<file path="src/hw/rtl/lzw_pkg.sv">
// Shared types, sizes and helpers for the LZW encoder.
// Depends on nothing; every other RTL file uses it by scoped names.
`default_nettype none
package lzw_pkg;

  localparam int CODE_WIDTH = 8;
  localparam int FIRST_CODE = 48;
  localparam int DICT_DEPTH = (1 << CODE_WIDTH) - FIRST_CODE;
  localparam int IDX_W      = $clog2(DICT_DEPTH);
  localparam int CNT_W      = $clog2(DICT_DEPTH + 1);

  localparam logic CMD_SCAN   = 1'b0;
  localparam logic CMD_ENCODE = 1'b1;

  typedef logic [CODE_WIDTH-1:0] code_t;
  typedef logic [IDX_W-1:0]      idx_t;
  typedef logic [CNT_W-1:0]      cnt_t;

  // One dictionary entry: prefix code (zero for a single byte) and last byte.
  typedef struct packed {
    code_t      prefix;
    logic [7:0] data_byte;
  } dict_entry_t;

  // Outcome of one pass over the dictionary.
  typedef struct packed {
    logic single_hit;
    idx_t single_idx;
    logic ext_hit;
    idx_t ext_idx;
  } search_res_t;

  // One result transaction.
  typedef struct packed {
    logic [7:0] code;
    logic       unknown_byte;
    logic       end_of_message;
  } result_t;

  function automatic code_t idx_to_code(idx_t idx);
    return code_t'(idx) + code_t'(FIRST_CODE);
  endfunction

endpackage
`default_nettype wire

</file>
<file path="src/hw/rtl/lzw_dict_ram.sv">
// Dictionary store: one write port, one read port, registered read data.
// Depends on lzw_pkg.
`default_nettype none
module lzw_dict_ram (
  input  wire                 clk,
  input  wire                 we_i,
  input  lzw_pkg::idx_t       waddr_i,
  input  lzw_pkg::dict_entry_t wdata_i,
  input  wire                 re_i,
  input  lzw_pkg::idx_t       raddr_i,
  output lzw_pkg::dict_entry_t rdata_o
);

  lzw_pkg::dict_entry_t mem [lzw_pkg::DICT_DEPTH];
  lzw_pkg::dict_entry_t rdata_r;

  always_ff @(posedge clk) begin
    if (we_i) begin
      mem[waddr_i] <= wdata_i;
    end
    if (re_i) begin
      rdata_r <= mem[raddr_i];
    end
  end

  assign rdata_o = rdata_r;

endmodule
`default_nettype wire

</file>
<file path="src/hw/rtl/lzw_search.sv">
// Linear dictionary search: one entry read and compared per cycle, looking
// for the single-byte entry and the extended string at once. Depends on lzw_pkg.
`default_nettype none
module lzw_search (
  input  wire                  clk,
  input  wire                  rst_n,
  input  wire                  start_i,
  input  lzw_pkg::cnt_t        used_i,
  input  wire [7:0]            key_byte_i,
  input  lzw_pkg::code_t       key_prefix_i,
  input  wire                  key_pv_i,
  output logic                 rd_en_o,
  output lzw_pkg::idx_t        rd_addr_o,
  input  lzw_pkg::dict_entry_t rd_data_i,
  output logic                 done_o,
  output lzw_pkg::search_res_t res_o
);

  logic                 busy_r, busy_nxt;
  lzw_pkg::idx_t        addr_r, addr_nxt;
  logic                 chk_r, chk_nxt;
  logic                 chk_last_r, chk_last_nxt;
  lzw_pkg::idx_t        chk_idx_r, chk_idx_nxt;
  logic                 done_r, done_nxt;
  lzw_pkg::search_res_t res_r, res_nxt;
  logic                 last;
  logic                 byte_eq;

  assign last    = (lzw_pkg::cnt_t'(addr_r) == used_i - lzw_pkg::cnt_t'(1));
  assign byte_eq = (rd_data_i.data_byte == key_byte_i);

  always_comb begin
    busy_nxt     = busy_r;
    addr_nxt     = addr_r;
    chk_nxt      = 1'b0;
    chk_last_nxt = 1'b0;
    chk_idx_nxt  = chk_idx_r;
    done_nxt     = 1'b0;
    res_nxt      = res_r;
    if (start_i) begin
      res_nxt  = '0;
      addr_nxt = '0;
      busy_nxt = (used_i != '0);
      done_nxt = (used_i == '0);
    end else if (busy_r) begin
      chk_nxt      = 1'b1;
      chk_idx_nxt  = addr_r;
      chk_last_nxt = last;
      addr_nxt     = addr_r + lzw_pkg::idx_t'(1);
      if (last) begin
        busy_nxt = 1'b0;
      end
    end
    // compare the entry read in the previous cycle
    if (chk_r) begin
      if (byte_eq && rd_data_i.prefix == '0) begin
        res_nxt.single_hit = 1'b1;
        res_nxt.single_idx = chk_idx_r;
      end
      if (byte_eq && key_pv_i && rd_data_i.prefix == key_prefix_i) begin
        res_nxt.ext_hit = 1'b1;
        res_nxt.ext_idx = chk_idx_r;
      end
      done_nxt = chk_last_r;
    end
  end

  always_ff @(posedge clk) begin
    if (!rst_n) begin
      busy_r     <= 1'b0;
      chk_r      <= 1'b0;
      chk_last_r <= 1'b0;
      done_r     <= 1'b0;
    end else begin
      busy_r     <= busy_nxt;
      chk_r      <= chk_nxt;
      chk_last_r <= chk_last_nxt;
      done_r     <= done_nxt;
    end
    addr_r    <= addr_nxt;
    chk_idx_r <= chk_idx_nxt;
    res_r     <= res_nxt;
  end

  assign rd_en_o   = busy_r;
  assign rd_addr_o = addr_r;
  assign done_o    = done_r;
  assign res_o     = res_r;

endmodule
`default_nettype wire

</file>
<file path="src/hw/rtl/lzw_out_fifo.sv">
// Two-entry result queue; takes up to two results per cycle, gives one per cycle unless out_stall holds it.
// Depends on lzw_pkg.
`default_nettype none
module lzw_out_fifo (
  input  wire              clk,
  input  wire              rst_n,
  input  wire [1:0]        push_cnt_i,
  input  lzw_pkg::result_t push0_i,
  input  lzw_pkg::result_t push1_i,
  output logic [1:0]       free_o,
  output logic             out_valid,
  input  wire              out_stall,
  output lzw_pkg::result_t head_o
);

  lzw_pkg::result_t mem_r [2];
  logic             wr_ptr_r, wr_ptr_nxt;
  logic             rd_ptr_r, rd_ptr_nxt;
  logic [1:0]       count_r, count_nxt;
  logic             pop;

  assign out_valid = (count_r != 2'd0);
  assign pop       = out_valid && !out_stall;
  assign head_o    = mem_r[rd_ptr_r];
  assign free_o    = 2'd2 - count_r;

  always_comb begin
    wr_ptr_nxt = wr_ptr_r ^ push_cnt_i[0];
    rd_ptr_nxt = rd_ptr_r ^ pop;
    count_nxt  = count_r + push_cnt_i - {1'b0, pop};
  end

  always_ff @(posedge clk) begin
    if (!rst_n) begin
      wr_ptr_r <= 1'b0;
      rd_ptr_r <= 1'b0;
      count_r  <= 2'd0;
    end else begin
      wr_ptr_r <= wr_ptr_nxt;
      rd_ptr_r <= rd_ptr_nxt;
      count_r  <= count_nxt;
    end
    if (push_cnt_i != 2'd0) begin
      mem_r[wr_ptr_r] <= push0_i;
    end
    if (push_cnt_i == 2'd2) begin
      mem_r[~wr_ptr_r] <= push1_i;
    end
  end

endmodule
`default_nettype wire

</file>
<file path="src/hw/rtl/lzw_encoder.sv">
// LZW encoder top level: item register, control sequencer, dictionary RAM,
// search unit and result queue. Depends on lzw_pkg and all lzw_* modules.
//
// Usage: feed the message twice on the input channel (valid/stall). First
// every byte with in_command = scan, which builds the alphabet from the
// distinct bytes in order of first appearance (codes from 48). Then every
// byte with in_command = encode, the last one with in_final_byte set.
// Scan transactions give no result. Each encode transaction gives zero, one
// or two result transactions on the output channel (code, unknown_byte,
// end_of_message). The final byte flushes any held prefix code, flags its
// last result end_of_message and empties the dictionary for the next message.
//
// The input stalls from acceptance until the item is committed, so a new
// byte is taken only once the last one is through. The linear search
// reads one RAM entry per cycle over the dictionary entries in use (up to 208).
//
// Reset: synchronous, active low; empties the dictionary (fill count only,
// the RAM itself is not cleared) and the result queue.
// Output stall: results wait in a two-entry queue; the next input is
// accepted while results wait, but an item's results are committed only
// once the queue has room for all of them, so input stalls on a full queue.
`default_nettype none
module lzw_encoder (
  input  wire        clk,
  input  wire        rst_n,
  input  wire        in_valid,
  output logic       in_stall,
  input  wire        in_command,
  input  wire [7:0]  in_data_byte,
  input  wire        in_final_byte,
  output logic       out_valid,
  input  wire        out_stall,
  output logic [7:0] out_code,
  output logic       out_unknown_byte,
  output logic       out_end_of_message
);

  localparam logic [1:0] ST_IDLE = 2'd0;
  localparam logic [1:0] ST_SRCH = 2'd1;
  localparam logic [1:0] ST_FIN  = 2'd2;

  logic [1:0] state_r, state_nxt;

  // held input transaction
  logic       cmd_r;
  logic [7:0] byte_r;
  logic       final_r;

  // encoder state
  lzw_pkg::code_t prefix_r, prefix_nxt;
  logic           pv_r, pv_nxt;
  lzw_pkg::cnt_t  used_r, used_nxt;

  logic accept;

  // RAM and search wiring
  logic                 we;
  lzw_pkg::dict_entry_t wdata;
  logic                 rd_en;
  lzw_pkg::idx_t        rd_addr;
  lzw_pkg::dict_entry_t rd_data;
  logic                 srch_done;
  lzw_pkg::search_res_t srch_res;

  // result queue wiring
  logic [1:0]       push_cnt;
  logic [1:0]       need;
  lzw_pkg::result_t res0, res1, head;
  logic [1:0]       free;
  logic             commit;
  logic             add_req;
  logic             clear_dict;
  lzw_pkg::code_t   single_code;
  lzw_pkg::code_t   prefix_upd;

  assign in_stall = (state_r != ST_IDLE);
  assign accept   = in_valid && !in_stall;

  assign single_code = lzw_pkg::idx_to_code(srch_res.single_idx);

  // Decide the outcome of the held item from the search result.
  always_comb begin
    need       = 2'd0;
    res0       = '0;
    res1       = '0;
    add_req    = 1'b0;
    wdata      = '0;
    clear_dict = 1'b0;
    prefix_upd = prefix_r;
    pv_nxt     = pv_r;
    unique case (cmd_r)
      lzw_pkg::CMD_SCAN: begin
        // add a byte not seen before as a single-byte entry
        add_req         = !srch_res.single_hit;
        wdata.prefix    = '0;
        wdata.data_byte = byte_r;
      end
      lzw_pkg::CMD_ENCODE: begin
        if (!srch_res.single_hit) begin
          // unknown byte: flush the prefix, then the error result; drop prefix
          if (pv_r) begin
            res0.code = 8'(prefix_r);
            res1.unknown_byte   = 1'b1;
            res1.end_of_message = final_r;
            need = 2'd2;
          end else begin
            res0.unknown_byte   = 1'b1;
            res0.end_of_message = final_r;
            need = 2'd1;
          end
          prefix_upd = '0;
          pv_nxt     = 1'b0;
          clear_dict = final_r;
        end else begin
          if (!pv_r) begin
            prefix_upd = single_code;
            pv_nxt     = 1'b1;
          end else if (srch_res.ext_hit) begin
            prefix_upd = lzw_pkg::idx_to_code(srch_res.ext_idx);
          end else begin
            // emit the prefix, add prefix + byte, restart from the byte
            res0.code       = 8'(prefix_r);
            need            = 2'd1;
            add_req         = 1'b1;
            wdata.prefix    = prefix_r;
            wdata.data_byte = byte_r;
            prefix_upd      = single_code;
          end
          if (final_r) begin
            if (need == 2'd0) begin
              res0.code           = 8'(prefix_upd);
              res0.end_of_message = 1'b1;
            end else begin
              res1.code           = 8'(prefix_upd);
              res1.end_of_message = 1'b1;
            end
            need       = need + 2'd1;
            clear_dict = 1'b1;
          end
        end
      end
      default: begin
      end
    endcase
  end

  assign commit   = (state_r == ST_FIN) && (need <= free);
  assign push_cnt = commit ? need : 2'd0;
  // stop adding once the code space is used up
  assign we       = commit && add_req && (used_r != lzw_pkg::cnt_t'(lzw_pkg::DICT_DEPTH));

  always_comb begin
    state_nxt  = state_r;
    prefix_nxt = prefix_r;
    used_nxt   = used_r;
    unique case (state_r)
      ST_IDLE: begin
        if (accept) begin
          state_nxt = ST_SRCH;
        end
      end
      ST_SRCH: begin
        if (srch_done) begin
          state_nxt = ST_FIN;
        end
      end
      ST_FIN: begin
        if (commit) begin
          state_nxt  = ST_IDLE;
          prefix_nxt = prefix_upd;
          if (we) begin
            used_nxt = used_r + lzw_pkg::cnt_t'(1);
          end
          if (clear_dict) begin
            used_nxt   = '0;
            prefix_nxt = '0;
          end
        end
      end
      default: begin
        state_nxt = ST_IDLE;
      end
    endcase
  end

  always_ff @(posedge clk) begin
    if (!rst_n) begin
      state_r  <= ST_IDLE;
      prefix_r <= '0;
      pv_r     <= 1'b0;
      used_r   <= '0;
    end else begin
      state_r  <= state_nxt;
      prefix_r <= prefix_nxt;
      used_r   <= used_nxt;
      if (commit) begin
        pv_r <= pv_nxt && !clear_dict;
      end
    end
    if (accept) begin
      cmd_r   <= in_command;
      byte_r  <= in_data_byte;
      final_r <= in_final_byte;
    end
  end

  lzw_dict_ram u_ram (
    .clk     (clk),
    .we_i    (we),
    .waddr_i (used_r[lzw_pkg::IDX_W-1:0]),
    .wdata_i (wdata),
    .re_i    (rd_en),
    .raddr_i (rd_addr),
    .rdata_o (rd_data)
  );

  lzw_search u_search (
    .clk          (clk),
    .rst_n        (rst_n),
    .start_i      (accept),
    .used_i       (used_r),
    .key_byte_i   (byte_r),
    .key_prefix_i (prefix_r),
    .key_pv_i     (pv_r),
    .rd_en_o      (rd_en),
    .rd_addr_o    (rd_addr),
    .rd_data_i    (rd_data),
    .done_o       (srch_done),
    .res_o        (srch_res)
  );

  lzw_out_fifo u_fifo (
    .clk        (clk),
    .rst_n      (rst_n),
    .push_cnt_i (push_cnt),
    .push0_i    (res0),
    .push1_i    (res1),
    .free_o     (free),
    .out_valid  (out_valid),
    .out_stall  (out_stall),
    .head_o     (head)
  );

  assign out_code           = head.code;
  assign out_unknown_byte   = head.unknown_byte;
  assign out_end_of_message = head.end_of_message;

endmodule
`default_nettype wire

</file>
<file path="config.mk">
export PLATFORM = sky130hd
export DESIGN_NAME = lzw_encoder
export DESIGN_NICKNAME = d
export VERILOG_FILES = /design/src/hw/rtl/lzw_pkg.sv /design/src/hw/rtl/lzw_dict_ram.sv /design/src/hw/rtl/lzw_search.sv /design/src/hw/rtl/lzw_out_fifo.sv /design/src/hw/rtl/lzw_encoder.sv
export SDC_FILE = /design/constraint.sdc
export NUM_CORES = 2
export LEC_CHECK = 0
export BUFFER_PORTS_ARGS = -buffer_cell sky130_fd_sc_hd__buf_2
export CAP_MARGIN = 20
export CORE_ASPECT_RATIO = 1.4
export CORE_MARGIN = 1
export CORE_UTILIZATION = 40
export CTS_CLUSTER_DIAMETER = 60
export CTS_CLUSTER_SIZE = 40
export DETAILED_ROUTE_END_ITERATION = 12
export PLACE_DENSITY = 0.65
export REMOVE_ABC_BUFFERS = 1
export SLEW_MARGIN = 20
export SYNTH_ARGS = -nofsm -noshare
export SYNTH_HDL_FRONTEND = slang
export SYNTH_SLANG_ARGS = --single-unit
</file>
<file path="constraint.sdc">
create_clock -name clk -period 4.6 [get_ports clk]
set_input_delay 0.46 -clock clk [delete_from_list [all_inputs] [get_ports clk]]
set_output_delay 0.46 -clock clk [all_outputs]
set_load 0.01 [all_outputs]
</file>
# [After elaboration in Yosys (flattened, before gate mapping)]
# Memories as Yosys holds them, arrays and structs flattened. A register that Yosys moved wholly into a read port is not among the register bits.
# Index checks and enable logic that the tools add are counted.
[classes] add_sub_neg=9 mul=0 div=0 n_lt_le_gt_ge=1 n_eq_ne=10 shift=0 muxes=71 n_bitwise=7 n_reduce_logical=29
[op_table] operator="$mux 8" count=16
[op_table] operator="$mux 16" count=3
[op_table] operator="$mux 18" count=2
[op_table] operator="$pmux 16 s2" count=1
[op_table] operator="$mux 1" count=31
[op_table] operator="$eq 8x8->1" count=3
[op_table] operator="$mux 2" count=12
[op_table] operator="$mux 10" count=2
[op_table] operator="$mux 9" count=2
[op_table] operator="$add 8x1->8 const B" count=2
[op_table] operator="$add 8x6->8 const B" count=2
[op_table] operator="$logic_not 8->1" count=2
[op_table] operator="$reduce_bool 2->1" count=5
[op_table] operator="$logic_and 1x1->1" count=9
[op_table] operator="$reduce_and 3->1" count=3
[op_table] operator="$ne 8x8->1 const B" count=1
[op_table] operator="$reduce_bool 8->1" count=1
[op_table] operator="$sub 8x1->8 const B" count=1
[op_table] operator="$pmux 2 s3" count=1
[op_table] operator="$not 1->1" count=5
[op_table] operator="$eq 2x2->1 const B" count=2
[op_table] operator="$logic_not 1->1" count=4
[op_table] operator="$logic_not 2->1" count=2
[op_table] operator="$ne 2x2->1 const B" count=2
[op_table] operator="other kinds (12)" count=13
[totals] reg_bits=71 latch_bits=0 ram_bits=3348 rom_bits=0 inputBits=14 output_inout_bits=12 wordCells=149 n_memories=2
[memory_table] name="u_ram.mem" depth=208 word_bits=16 read_ports=1 rd_ports_with_merged_regs=1 write_ports=1 line="lzw_dict_ram.sv:14" rtl="lzw_pkg::dict_entry_t mem [lzw_pkg::DICT_DEPTH];"
[memory_table] name="u_fifo.mem_r" depth=2 word_bits=10 read_ports=1 rd_ports_with_merged_regs=1 write_ports=2 line="lzw_out_fifo.sv:16" rtl="lzw_pkg::result_t mem_r [2];"

# [Logic depth before layout (Yosys ltp)]
[depth] ltp_word=14 ltp_mapped=16 depth_no_buf=15

# [Hierarchy]
# Synthesis repeated with hierarchy kept, for this count alone.
[unflattened] cells_unflattened=6395 area_unflattened_um2=133579.4
[modules_own_cells] module="lzw_dict_ram" n_inst=1 cells_each=5898 area_each_um2=128364.4 seq_area_each_um2=100416.3
[modules_own_cells] module="lzw_encoder" n_inst=1 cells_each=234 area_each_um2=2059.5 seq_area_each_um2=680.7
[modules_own_cells] module="lzw_search" n_inst=1 cells_each=180 area_each_um2=1865.5 seq_area_each_um2=840.8
[modules_own_cells] module="lzw_out_fifo" n_inst=1 cells_each=83 area_each_um2=1290.0 seq_area_each_um2=700.7

# [Worst setup path after synthesis]
# No wires, ideal clock.
[synth_timing] path_kind="register -> register" from="register pv_r" to="memory u_ram.mem[0][0] (netlist name) (data pin)" setup_ns=0.746 arrival_time_ns=3.565 required_ns=3.854 path_slack_ns=0.289 path_stages_with_launch=6 n_path_buf=1 synth_period_minus_slack_ns=4.311 path_cell_list="dfxtp_1 -> buf_2 -> nor2b_1 -> nand2_1 -> nand2_1 -> and2_1"
[synth_rtl] item="start: declaration" line="lzw_encoder.sv:51" rtl="logic pv_r, pv_nxt;"
[synth_rtl] item="start signal: assignment" line="lzw_encoder.sv:197" rtl="pv_r <= pv_nxt && !clear_dict;"
[synth_rtl] item="end: declaration" line="lzw_dict_ram.sv:14"

==> out/metrics.sh <==
STATUS='complete, but fails checks'
FAILED_CHECKS='negative setup slack'
SETUP.WORST_PATH.START_CLASS='flip-flop'
SYNTH.MOST_COMMON_CELL='edfxtp_1'
ROUTED_WIRE_LENGTH_PER_INSTANCE_MICRONS=33.66
FINALWORSTPATHREQUIREDPERIOD_NS=4.619
IOS=26
DRT_FIRST_ITER_VIOLATIONS=9788
WIRELENGTH_MICRONS=375400
STARTING_DENSITY_OF_THE_CORE_PCT=40.28
POWER.SWITCHING_mW=10.90
DETAILED_PLACE_HPWL_MICRONS=242500
GROUTE.USAGE.OVERALL_PCT=21.93
ROUTABILITYCONGESTION=0.9359
SYNTH.TOP_CELL.AREA_SHARE_PCT=75.97
SYNTH_COMMON_CELLS='edfxtp_1, mux4_2, mux2i_1'
CRITICAL_PATH.CELL_CHAIN='buf_12, nand3b_4, buf_12, o221ai_1, a221oi_1, a211oi_1, nor3_1, o31ai_1'
DIEHEIGHT_MICRONS=686.0
RELATIVE_CONTRIBUTION_OF_COMBINATIONAL_CELLS_TO_TOTAL_POWER_PCT=1.5
FIRST_GLOBAL_VIAS=66140
POST-ROUTE-UTIL_PCT=44.48
PWR-SHARE-SEQ_PCT=65.9
GRT_SETUP_UNREPAIRED='false'
MAXIMUM_NUMBER_OF_PINS_ON_ONE_NET_BEFORE_GLOBAL_ROUTE_REPAIR=108
SETUP_VIOL_COUNT_FINAL=1
SYNTH-EDFF-COUNT=3382
P_LEAK_nW=40.33
HIGHEST_IR_DROP_SEEN_ON_VDD_mV=0.3758
SYN-CELL-AREA_SQ_MM=0.1337
TNS_SETUP_NS=-0.01861
FINAL-MAX-SLEW-VIOLATION-COUNT=0
POSTSYNTHREGISTERBITS=3436
DIE_WIDTH_MICRONS=490.6
CTS_INSERTED_BUFFERS=142
DRIVE_GT1_SHARE_PCT=25.97
POWER.CLOCK.FRACTION_PCT=32.6
WORST_SETUP_PATH_END_KIND='flip-flop'
WORST_CLOCK_SKEW_NS=0.07724
ANT_NETS=0
FINALNETCOUNT=6663
TRITONCTS='built'
CELLINTERNALPOWER_mW=40.91
PRECTSSETUPSLACK_NS=0.2957
PLACE_AREA_SQ_MM=0.1425
DISTINCT_CELL_TYPE_COUNT_AFTER_SYNTHESIS=87
FIRST_PASS_ITERS=6
SETUP_WS_POST_LAYOUT_NS=-0.01861
WIRE_LENGTH_OF_THE_FIRST_GLOBAL_ROUTING_PASS_MICRONS=521900
WORST_PATH_MOST_REPEATED_CELL='buf_12'
FMAX_MHz=216.5
CRITPATHSLOWESTCELL='nor3_1'
CLOCK_TRANSITION_AT_PATH_REGS_NS=0.12
WORST_EP_ARRIVAL_TIME_NS=5.25
DESIGN_AREA_SQ_MM=0.1476
GRT-OVFL-TOTAL=0
TIMING.MAX_CAP.VIOLATIONS=0
HOLD-PATH-CELL-COUNT=2
ROW_COUNT=250
INSERTION_DELAY_NS=0.90
SYNTH-ASYNC-RESET-RATIO_PCT=0
WORST_SLEW_PIN_SLEW_NS=1.293
FLOW.AREA_GROWTH_FROM_SYNTHESIS_PCT=10.44
FINAL_MIN_PERIOD_OVER_CLOCK_PERIOD_PCT=100.4
YOSYS_MOST_USED_DFF='edfxtp_1'
SYNTH_TOP_CELLS_BY_AREA='edfxtp_1, mux4_2, mux2i_1'
CORE_AREA_SQ_MM=0.3319
TIMING.SLEW.HEADROOM_PCT=13.16
SYNTH.YOSYS.SEQ_AREA_SHARE_PCT=76.78
TIMING.CRITICAL_PATH.SLOWEST_CELL_DELAY_NS=1.07
DIE_AREA_SQ_MM=0.3366
VIAS_PER_CELL=6.017
CLKSINKCOUNT=3436
NUMBER_OF_STANDARD_CELLS_AFTER_SYNTHESIS=6258
CTS.HTREE.LEVELS=4
ANTENNA_VIOLATIONS_BEFORE_REPAIR=16
TIMING_HOLD_VIOLATIONS_FINAL=0
BUFFER_LEVELS_ON_THE_LONGEST_CLOCK_PATH=4
IO_BUFFERS=25
TIMING.SETUP.CRITICAL_PATH_CLASS='flip-flop to flip-flop'
YOSYSWARNINGCOUNT=0
CRIT_REQUIRED_NS=5.23
REPORT.POWER.TOTAL_mW=51.81
CTS_ROOT_BUF='clkbuf_16'
POWER_PER_CELL_AREA_mW_PER_MM2=350.9
AVGSYNTHCELLAREA_SQ_UM=21.36
R2R_CELLS=8
SW_FRAC_OF_TOTAL_PCT=21.04
POST-ROUTE-DRC-COUNT=0
SYNTH_AREA_LEADER_CELL='edfxtp_1'
WORSTHOLDPATHTYPE='input pin to flip-flop'
CRITICAL_PATH.MAX_FANOUT=25
ROUTE.VIAS.TOTAL=67120
NUM-FILL-CELLS=27530
-- sequential cells by signal, indices dropped and copies added, names as in the netlist, 2 cells and up, named ones only --
| name | cells |
|---|---|
| u_fifo.count_r | 2 |
| u_ram.rdata_o | 16 |
| u_search.rd_addr_o | 8 |
| used_r | 8 |
| prefix_r | 8 |
| u_fifo.mem_r | 20 |
| state_r | 2 |
| u_ram.mem | 3328 |
| u_search.res_o | 18 |
| byte_r | 8 |
| u_search.chk_idx_r | 8 |
-- area by class of cell --
| class | count | area (sq um) | share of cell area [%] |
|---|---|---|---|
| flip-flops and latches | 3436 | 102700 | 69.54 |
| well taps | 4410 | 5518 | 3.737 |
| repair buffers | 604 | 5530 | 3.746 |
| inverters | 33 | 133.9 | 0.09068 |
| clock buffers | 151 | 3651 | 2.473 |
| diodes | 6 | 15.01 | 0.01017 |
| multi-input cells | 2419 | 28780 | 19.49 |
| clock inverters | 95 | 1348 | 0.9128 |
-- cells in the final DEF, fill, tap and decap left out, types with 43 or more instances in the layout --
master,instances
a221oi_1,43
a22oi_1,100
nor2_1,223
o22ai_1,50
o21ai_0,75
buf_4,482
dfxtp_1,46
o221ai_1,59
nand2_1,140
clkbuf_16,145
edfxtp_1,3382
buf_12,82
nor2_2,60
a21oi_1,117
mux4_2,737
mux2i_1,284
mux2_2,66
-- metal layers --
metal  track usage (%)  up-vias  routed length, microns  share of wire, %
met2             35.90     3752                  182700                49
met5                 0        -                      18            0.0048
met1             27.77    35800                  135200                36
li1                  -    26770                       -                 -
met4             12.78        2                   25210               6.7
met3             3.416      792                   32240               8.6
-- power by group through the flow --
| stage | combinational [mW] | clock [mW] | sequential (mW) |
|---|---|---|---|
| final | 0.757 | 16.9 | 34.1 |
| after floorplan | 0.440 | 0 | 34.9 |
| after CTS | 0.756 | 17.1 | 34.1 |
| after global placement | 0.725 | 0 | 34.8 |
| after global routing | 0.799 | 18.0 | 34.1 |
| after detailed placement | 0.746 | 0 | 34.8 |
-- per-stage QoR --
step           instances  hold WS (ns)
2_1_floorplan       5888        0.4365
3_3_place_gp       10890        0.4558
3_5_place_dp       10890        0.4639
4_1_cts            11150        0.2413
5_1_grt            11150        0.2940
6_report           11150        0.2931
-- worst paths after layout --
kind,to,from,slack [ns]
worst max-delay path,u_ram.rdata_o[14],u_search.rd_addr_o[0],-0.02
worst min register to register,u_search.res_o[13],u_search.chk_idx_r[4],0.49
worst min-delay path,byte_r[3],in_data_byte[3],0.29
worst max register to register,u_ram.rdata_o[14],u_search.rd_addr_o[0],-0.02
-- critical path: cells and delay by family (launching register included) --
kind	cells	cell delay, ns
and+or+nand+nor	2	1.43
AOI/OAI and AO/OA	4	1.27
DFF	1	0.96
buffers and inverters	2	0.57
-- kinds of logic (layout without fill, tap and decap cells) --
logic type	count (synthesis)	count (layout)	share of synthesized area, %
flops	3436	3436	76.78
mux	1105	1105	15.45
simple gates	647	647	2.229
compound gates	604	604	3.197
buf+inv	403	883	1.894
xor+xnor	50	50	0.3276
fa+ha+maj	13	13	0.1217
other cells	0	6	0
-- what timing repair did --
| item | CTS | global route |
|---|---|---|
| hold buffers | 14 | 0 |
| setup endpoints to repair | 0 | 30 |
| gates resized for setup | 0 | 1 |
| setup buffers | 0 | 0 |
| hold endpoints to repair | 29 | 0 |
(Power assumes the default switching activity.)
